[src/rtl/core/apla_pkg.sv]
`timescale 1ns / 1ps
// ---------------------------------------------------------------------------
// apla_pkg
// shared types and constants of the address pool lease allocator
// ---------------------------------------------------------------------------
package apla_pkg;

  localparam int TableEntriesDefault = 16;

  localparam int AddrW     = 32;
  localparam int OffsetW   = 8;
  localparam int TicksW    = 8;
  localparam int CfgIndexW = 2;
  localparam int CfgDataW  = 32;

  // register indexes on the write port
  localparam logic [CfgIndexW-1:0] REG_POOL_BASE  = 2'd0;
  localparam logic [CfgIndexW-1:0] REG_POOL_SIZE  = 2'd1;
  localparam logic [CfgIndexW-1:0] REG_HOLD_TICKS = 2'd2;

  localparam logic [AddrW-1:0]   POOL_BASE_RESET  = 32'hC0A8_0100;
  localparam logic [OffsetW-1:0] POOL_SIZE_RESET  = 8'd255;
  localparam logic [TicksW-1:0]  HOLD_TICKS_RESET = 8'd10;

  // input item kinds
  localparam logic ACTION_REQUEST = 1'b0;
  localparam logic ACTION_TICK    = 1'b1;

  typedef enum logic [1:0] {
    REPLY_ACK        = 2'd0,
    REPLY_NAK_LEASED = 2'd1,
    REPLY_NAK_FULL   = 2'd2
  } reply_kind_t;

  typedef struct packed {
    logic             action;
    logic [AddrW-1:0] wanted_address;
  } req_item_t;

  typedef struct packed {
    reply_kind_t      reply_kind;
    logic [AddrW-1:0] granted_address;
  } rsp_item_t;

endpackage

[src/rtl/core/address_pool_lease_allocator.sv]
`timescale 1ns / 1ps
// ---------------------------------------------------------------------------
// address_pool_lease_allocator
// lease table over an address pool with lowest-free-offset allocation
//
//   channel  direction  handshake            payload
//   req      in         req_valid/req_stall  apla_pkg::req_item_t
//   rsp      out        rsp_valid/rsp_stall  apla_pkg::rsp_item_t
//   cfg      in         cfg_we               cfg_index, cfg_data
//
// a tick is applied as it is taken; a request steps through check, an optional scan and done
// the scan steps through the pool offsets: one pool offset per cycle goes
// through the single offset matcher, which compares it with all leases
// reset (rst, synchronous) empties the table and restores the registers
// a finished reply waits in the output register while the next transfer
// on req is taken; a new reply waits for that register to drain
// ---------------------------------------------------------------------------
module address_pool_lease_allocator #(
  parameter int TABLE_ENTRIES = apla_pkg::TableEntriesDefault
) (
  input  logic                                clk,
  input  logic                                rst,
  input  logic                                req_valid,
  output logic                                req_stall,
  input  apla_pkg::req_item_t                 req_item,
  output logic                                rsp_valid,
  input  logic                                rsp_stall,
  output apla_pkg::rsp_item_t                 rsp_item,
  input  logic                                cfg_we,
  input  logic [apla_pkg::CfgIndexW-1:0]      cfg_index,
  input  logic [apla_pkg::CfgDataW-1:0]       cfg_data
);
  import apla_pkg::*;

  localparam int SlotW = (TABLE_ENTRIES > 1) ? $clog2(TABLE_ENTRIES) : 1;

  typedef enum logic [1:0] {
    S_IDLE,
    S_CHECK,
    S_SCAN,
    S_DONE
  } state_t;

  state_t state;

  // configuration registers
  logic [AddrW-1:0]   pool_base;
  logic [OffsetW-1:0] pool_size;
  logic [TicksW-1:0]  hold_ticks;

  // lease table: valid bits in flops, offsets and counters written on grant, counters counted down on a tick
  logic [TABLE_ENTRIES-1:0] entry_valid;
  logic [OffsetW-1:0]       entry_offset     [TABLE_ENTRIES];
  logic [TicksW-1:0]        entry_ticks_left [TABLE_ENTRIES];

  // request working registers
  logic [AddrW-1:0]   diff;       // wanted address less pool base
  logic [OffsetW-1:0] probe_off;  // offset under test in the scan
  logic [SlotW-1:0]   slot;       // table slot the grant goes into
  reply_kind_t        res_kind;
  logic [AddrW-1:0]   res_addr;

  // shared offset matcher
  logic [OffsetW-1:0]       probe;
  logic [TABLE_ENTRIES-1:0] hit;
  logic                     held;

  logic                     free_any;
  logic [SlotW-1:0]         free_slot;
  logic [TABLE_ENTRIES-1:0] tick_valid_next;
  logic                     diff_in_pool;
  logic                     scan_last;
  logic                     tick_take;
  logic                     req_take;
  logic                     rsp_load;

  assign req_stall = (state != S_IDLE);
  assign tick_take = (state == S_IDLE) && req_valid && (req_item.action == ACTION_TICK);
  assign req_take  = (state == S_IDLE) && req_valid && (req_item.action == ACTION_REQUEST);

  // reply moves into the output register once it is free or draining
  assign rsp_load  = (state == S_DONE) && (!rsp_valid || !rsp_stall);

  // the matcher sees the wanted offset in the check step, the scan offset after
  assign probe = (state == S_CHECK) ? diff[OffsetW-1:0] : probe_off;

  always_comb begin
    for (int k = 0; k < TABLE_ENTRIES; k++) begin
      hit[k] = entry_valid[k] && (entry_offset[k] == probe);
    end
  end

  assign held = |hit;

  // lowest free slot
  always_comb begin
    free_slot = '0;
    for (int k = TABLE_ENTRIES - 1; k >= 0; k--) begin
      if (!entry_valid[k]) begin
        free_slot = SlotW'(k);
      end
    end
  end

  assign free_any = ~&entry_valid;

  // a lease with one tick or less left goes away on a tick
  always_comb begin
    for (int k = 0; k < TABLE_ENTRIES; k++) begin
      tick_valid_next[k] = entry_valid[k] && (entry_ticks_left[k] > TicksW'(1));
    end
  end

  // wanted address lies in the 256 offsets above the base (mod 2^32)
  assign diff_in_pool = (diff[AddrW-1:OffsetW] == '0);
  assign scan_last    = (probe_off == (pool_size - OffsetW'(1)));

  // sequencer, control state and reply register
  always_ff @(posedge clk) begin
    if (rst) begin
      state       <= S_IDLE;
      rsp_valid   <= 1'b0;
      entry_valid <= '0;
      pool_base   <= POOL_BASE_RESET;
      pool_size   <= POOL_SIZE_RESET;
      hold_ticks  <= HOLD_TICKS_RESET;
    end else begin
      if (cfg_we) begin
        case (cfg_index)
          REG_POOL_BASE:  pool_base  <= cfg_data;
          REG_POOL_SIZE:  pool_size  <= cfg_data[OffsetW-1:0];
          REG_HOLD_TICKS: hold_ticks <= cfg_data[TicksW-1:0];
          default: ;
        endcase
      end

      if (rsp_load) begin
        rsp_valid <= 1'b1;
      end else if (rsp_valid && !rsp_stall) begin
        rsp_valid <= 1'b0;
      end

      case (state)
        S_IDLE: begin
          if (tick_take) begin
            entry_valid <= tick_valid_next;
          end else if (req_take) begin
            diff  <= req_item.wanted_address - pool_base;
            state <= S_CHECK;
          end
        end

        S_CHECK: begin
          if (diff_in_pool && held) begin
            res_kind <= REPLY_NAK_LEASED;
            res_addr <= '0;
            state    <= S_DONE;
          end else if (!free_any || (pool_size == '0)) begin
            res_kind <= REPLY_NAK_FULL;
            res_addr <= '0;
            state    <= S_DONE;
          end else begin
            slot      <= free_slot;
            probe_off <= '0;
            state     <= S_SCAN;
          end
        end

        S_SCAN: begin
          if (!held) begin
            entry_valid[slot] <= 1'b1;
            res_kind          <= REPLY_ACK;
            res_addr          <= pool_base + AddrW'(probe_off);
            state             <= S_DONE;
          end else if (scan_last) begin
            res_kind <= REPLY_NAK_FULL;
            res_addr <= '0;
            state    <= S_DONE;
          end else begin
            probe_off <= probe_off + OffsetW'(1);
          end
        end

        S_DONE: begin
          // hand over once the output register is free or draining
          if (rsp_load) begin
            rsp_item.reply_kind      <= res_kind;
            rsp_item.granted_address <= res_addr;
            state                    <= S_IDLE;
          end
        end

        default: state <= S_IDLE;
      endcase
    end
  end

  // lease offsets and counters: written on a grant, counted down on a tick
  always_ff @(posedge clk) begin
    if (tick_take) begin
      for (int k = 0; k < TABLE_ENTRIES; k++) begin
        if (tick_valid_next[k]) begin
          entry_ticks_left[k] <= entry_ticks_left[k] - TicksW'(1);
        end
      end
    end else if ((state == S_SCAN) && !held) begin
      entry_offset[slot]     <= probe_off;
      entry_ticks_left[slot] <= hold_ticks;
    end
  end

endmodule

[config.mk]
export PLATFORM = sky130hd
export DESIGN_NAME = address_pool_lease_allocator
export DESIGN_NICKNAME = d
export VERILOG_FILES = /design/src/rtl/core/apla_pkg.sv /design/src/rtl/core/address_pool_lease_allocator.sv
export SDC_FILE = /design/constraint.sdc
export NUM_CORES = 1
export LEC_CHECK = 0
export ABC_AREA = 0
export BUFFER_PORTS_ARGS = -buffer_cell sky130_fd_sc_hd__buf_2
export CORE_MARGIN = 5
export CORE_UTILIZATION = 43
export DETAILED_ROUTE_END_ITERATION = 12
export PLACE_DENSITY = 0.65
export SYNTH_ARGS = -nofsm -noshare
export SYNTH_HDL_FRONTEND = slang
export SYNTH_SLANG_ARGS = --single-unit
[constraint.sdc]
create_clock -name clk -period 8.36 [get_ports clk]
set_input_delay 2.508 -clock clk [delete_from_list [all_inputs] [get_ports clk]]
set_output_delay 2.508 -clock clk [all_outputs]
set_load 0.02 [all_outputs]
Word level (Yosys, flattened, before mapping)
Memory sizes are Yosys's and may differ from the RTL's.
Index checks and enable logic that the tools add are counted.
{ "op_classes": {"addsub": 20, "n_mul": 0, "div_mod_pow": 0, "order_cmp": 18, "eq_ne": 33, "n_shift": 0, "n_mux": 100, "bitwise": 6, "n_reduce_logical": 69} }
{ "ops": {"columns": ["operator", "count"], "rows": [
  ["$eq A8 B8 Y1", 17],
  ["$sub A8 B1 Y8 const B", 17],
  ["$gt A8 B1 Y1 const B", 16],
  ["$mux W32", 4],
  ["$pmux W32 S2", 1],
  ["$mux W1", 58],
  ["$mux W8", 6],
  ["$logic_and A1 B1 Y1", 40],
  ["$mux W4", 9],
  ["$add A32 B8 Y32", 1],
  ["$mux W16", 2],
  ["$pmux W16 S2", 1],
  ["$sub A32 B32 Y32", 1],
  ["$logic_not A24 Y1", 1],
  ["$mux W2", 11],
  ["$reduce_and A4 Y1", 5],
  ["$ne A2 B2 Y1 const B", 9],
  ["$or A16 B16 Y16", 1],
  ["$pmux W8 S2", 1],
  ["$reduce_and A16 Y1", 1],
  ["$reduce_or A16 Y1", 1],
  ["$mux W3", 4],
  ["$add A8 B1 Y8 const B", 1],
  ["$logic_not A8 Y1", 1],
  ["other kinds (19)", 37]
]} }
{ "totals": {"register_bits": 179, "latchBits": 0, "ramBits": 256, "mem_bits_ro": 0, "output_inout_bits": 36, "wordCells": 264, "mem_count": 2} }
{ "mem_list": {"columns": ["name", "words", "width", "rd", "rd_ports_with_merged_regs", "write_ports", "line_no", "text"], "rows": [
  ["entry_offset", 16, 8, 16, 0, 1, "address_pool_lease_allocator.sv:53", "logic [OffsetW-1:0] entry_offset [TABLE_ENTRIES];"],
  ["entry_ticks_left", 16, 8, 16, 0, 16, "address_pool_lease_allocator.sv:54", "logic [TicksW-1:0] entry_ticks_left [TABLE_ENTRIES];"]
]} }

Depth between registers and ports, before layout
{ "depth": {"ltp_word": 15, "mapped_depth": 15, "mapped_depth_nobuf": 12} }

Worst setup path before layout
Ideal clock, no wire load.
{ "synth_path": {"path_type": "input-to-reg", "from": "input port rst", "to": "register rsp_item[0] (netlist name), enable pin", "t_arrival_ps": 5407, "required_time_ps": 7883, "path_slack_ps": 2476, "path_stages": 3, "cell_sequence": "clkbuf_1 > clkbuf_1 > a211oi_1"} }
{ "synth_via": {"elab_chain_cells": 2} }
{ "synth_rtl": {"columns": ["element", "line_no", "text"], "rows": [
  ["from (decl)", "address_pool_lease_allocator.sv:22", "input logic rst,"],
  ["$not A1 Y1 (no line)", null, null],
  ["$reduce_and A3 Y1 (no line)", null, null],
  ["to (decl)", "address_pool_lease_allocator.sv:28", "output apla_pkg::rsp_item_t rsp_item,"]
]} }
Every way passes these cells.
A chain may end at the register's enable or synchronous reset.

==> impl_results.md <==
* Period utilization at 72.0%
* Reg2reg setup slack at 2.34 ns
* CTS max path bufs at 3
* Endpoint class of the critical path: register
* Final nets at 2174
* Synth-to-Final Area Change at 12.6%
* Tot GR Track Use at between 10% and 20%
* Post-route cell area at 25800 um^2
* Worst Min Path Start: res_addr[31]$_SDFFCE_PP0P_
* Hold path cells at 0
* Root Buffer: clkbuf_16
* Num CTS Buffers at between 40 and 50
* Slowest CP cell: nor3_4
* CP Class: register to register
* Setup violators final at 0
* Worst-Skew Late Latency at 0.59 ns
* Final total power at 5.81 mW
* CP Data Arrival Time at 6.24 ns
* Synthesized cell area at 22900 um^2
* Non-Filler Instances at 2753
* R2R depth at 12
* Row count at 84
* Core footprint at 52700 um^2
* Hold_buf cts at 0
* Pwr dens at 225 nW/um^2
* Synthesized net count at 2050
* Data required time of the worst path at 8.58 ns
* IO Pins at 108
* Setup Buffers After CTS at 0
* Cell taking the most area after synthesis: edfxtp_1
* Outcome: complete, no violations
* Die Area at 58000 um^2
* Gate power share at between 10% and 20%
* CTS resizes at 0
* Via count at 15.1k
* Die Y at 241 um
* Area contributors post-synth: edfxtp_1 48%, xnor2_1 6.7%, dfxtp_1 5.9%, ha_1 4.3%, xor2_1 4.2%
* CP max stage delay at 1.08 ns
* Drt pass-1 iters at 5
* Layout Utilization at 49.0%
* Starting density of the core at roughly 43%
* Flop pwr share at 44.7%
* Worst VDD drop at 0.170 mV
* P_sw at 1.66 mW
* Unique masters post-synth at 69
* Post-synth EDFFs at 368
* Max Cap Viol at 0
* Global route overflow at 0
* WP buf/inv at 2
* Ys Warns at 0
* Post-DP Area at 24200 um^2
* Switching share of power at between 20% and 30%
* RSZ-0062 raised after global routing: false
* GPL Wtd Cong at 0.944
* Max H-tree Level at 2
* Worst Slack Setup Final at between 2 and 2.5 ns
* Largest net degree at the start of global routing at 50
* Final count of pins violating max slew at 0
* Hold Path Class: register to register
* Min Hold Slack at 0.414 ns
* Ys async rst share at 0%
* Routed wire per std cell at 20.8 um
* Reg2reg end: entry_ticks_left[0][1]$_DFFE_PP_
* Final hold vios at 0
* Worst Tran Pin Value at 1.14 ns
* ANT nets after route at 0
* Reg2reg start: state[1]$_SDFFE_PP0P_
* Hold EP: rsp_item[31]$_DFFE_PP_
* CP Cell Sequence: inv_1 > ha_1 > mux2i_2 > buf_4 > xnor2_1 > nor4_1 > nand4_1 > o21ai_1 > nor4_2 > nand3_2 > nor3_4 > o21bai_1
* IO Port Bufs at 107
* First-pass GRT wire length at 87100 um
* Die Width at 241 um
* Setup crit start kind: register
* Vias in the first global route at ~15k
* Main synth FF type: edfxtp_1
* Critical path peak fanout at 17
* Share of layout cells above drive strength 1 at 14.5%
* Vias/cell at 5.47
* FILL cells at roughly 4.6k
* Fmax at 166 MHz
* Period minus WS final at 6.02 ns
* DRC at 0
* Mean Syn Cell Area at roughly 12 um^2
* CTS tree: yes
* Flops & latches, synth at about 440
* Post-synth top area share at 48.3%
* Cell count after synthesis at 1898
* Rel. slew slack at 23.6%
* Register area share after synthesis at 54.1%
* Placed insts at 2661
* Dpl hpwl at 39200 um
* Final TNS setup at 0 ns
* Clock skew at 0.0300 ns
* Clk network pwr share at 35.7%
* CP delay by family, top: simple AND/OR/NAND/NOR gates
* Clock-pin slew on the worst setup and hold paths at 0.06 ns
* Int Power at 4.15 mW
* Final WL at 57200 um
* Worst slack, placed at 2.32 ns
* Sink Count at 435
* LEAKAGE at between 9 and 10 nW
* Initial antenna violation count at 8
* 1st-iter DRT viols at 1148
==> power by group through the flow <==
stage / sequential (mW) / clock, mW / combinational, mW
global route: 2.61 / 2.22 / 1.23
floorplan: 2.65 / 0 / 0.800
global placement: 2.64 / 0 / 1.12
finish: 2.60 / 2.08 / 1.14
detailed placement: 2.64 / 0 / 1.13
CTS: 2.60 / 2.12 / 1.14
==> flip-flops by register name, summed over array words and instances, names as in the netlist, 2 cells and up <==
| name | cells |
|---|---|
| hold_ticks | 8 |
| diff | 32 |
| res_kind | 2 |
| entry_ticks_left | 128 |
| res_addr | 32 |
| entry_valid | 16 |
| pool_size | 8 |
| entry_offset | 128 |
| probe_off | 8 |
| state | 2 |
| rsp_item | 34 |
| pool_base | 32 |
| slot | 4 |
==> synth_stat cells, types with 14 or more instances <==
cell type	count
o21ai_0	31
o21a_1	17
edfxtp_1	368
mux2i_1	56
xor2_1	109
ha_1	78
xnor2_1	174
mux2_4	55
clkbuf_1	38
a21oi_1	87
nand4_1	22
nand2b_1	14
nor4_1	47
o21bai_1	21
nor3_1	50
inv_1	106
dfxtp_1	67
a21o_1	18
nor3_4	16
nand2_1	136
mux2_1	20
nor2_1	131
nand3_1	42
o41ai_1	14
==> routing by layer <==
| metal | wire length (um) | up-vias | global-route usage (%) |
|---|---|---|---|
| li1 | - | 7138 | - |
| met1 | 23700 | 7325 | 25.1 |
| met2 | 27700 | 470 | 33.1 |
| met3 | 3720 | 120 | 3.99 |
| met4 | 2130 | 6 | 6.80 |
| met5 | 33 | - | 0 |
==> cell families after synthesis <==
kind of cell	after synthesis	synth area share [%]
flip-flops	435	54.1
AND/OR/NAND/NOR	539	12.4
AO/OA/AOI/OAI	251	7.15
buffers and inverters	165	3.05
adder cells (fa/ha/maj)	80	4.44
multiplexers	144	7.92
XOR/XNOR	284	10.9
==> placed cells by master, fill, tap and decap left out, types with 55 or more instances in the layout <==
cell type	synthesis	final
xnor2_1	174	174
mux2_4	55	55
nor2_1	131	130
edfxtp_1	368	368
nand2_1	136	136
dfxtp_1	67	67
inv_1	106	106
a21oi_1	87	87
ha_1	78	78
mux2i_1	56	56
xor2_1	109	109
buf_2	4	107
==> cell type report <==
cell class | count | area [um^2] | area share (%)
repair buffers | 132 | 723 | 2.81
clock buffers | 64 | 1300 | 5.05
clock inverters | 24 | 238 | 0.922
diodes | 4 | 10.0 | 0.0388
inverters | 108 | 405 | 1.57
well taps | 688 | 861 | 3.34
multi-input cells | 1298 | 9840 | 38.2
flip-flops and latches | 435 | 12400 | 48.1
==> how the worst max path moves through the flow <==
stage	startpoint	endpoint	slack [ns]	cells past startpoint
after global routing	state[1]$_SDFFE_PP0P_	entry_ticks_left[4][4]$_DFFE_PP_	1.93	12
final	state[1]$_SDFFE_PP0P_	entry_ticks_left[0][1]$_DFFE_PP_	2.34	12
after detailed placement	state[1]$_SDFFE_PP0P_	entry_ticks_left[0][6]$_DFFE_PP_	2.32	12
after floorplan	rst	rsp_item[0]$_DFFE_PP_	2.48	3
after CTS	state[1]$_SDFFE_PP0P_	entry_ticks_left[14][6]$_DFFE_PP_	2.29	12
after global placement	state[1]$_SDFFE_PP0P_	entry_ticks_left[4][3]$_DFFE_PP_	2.49	12
Note: power is estimated with default switching activity, not from simulation.
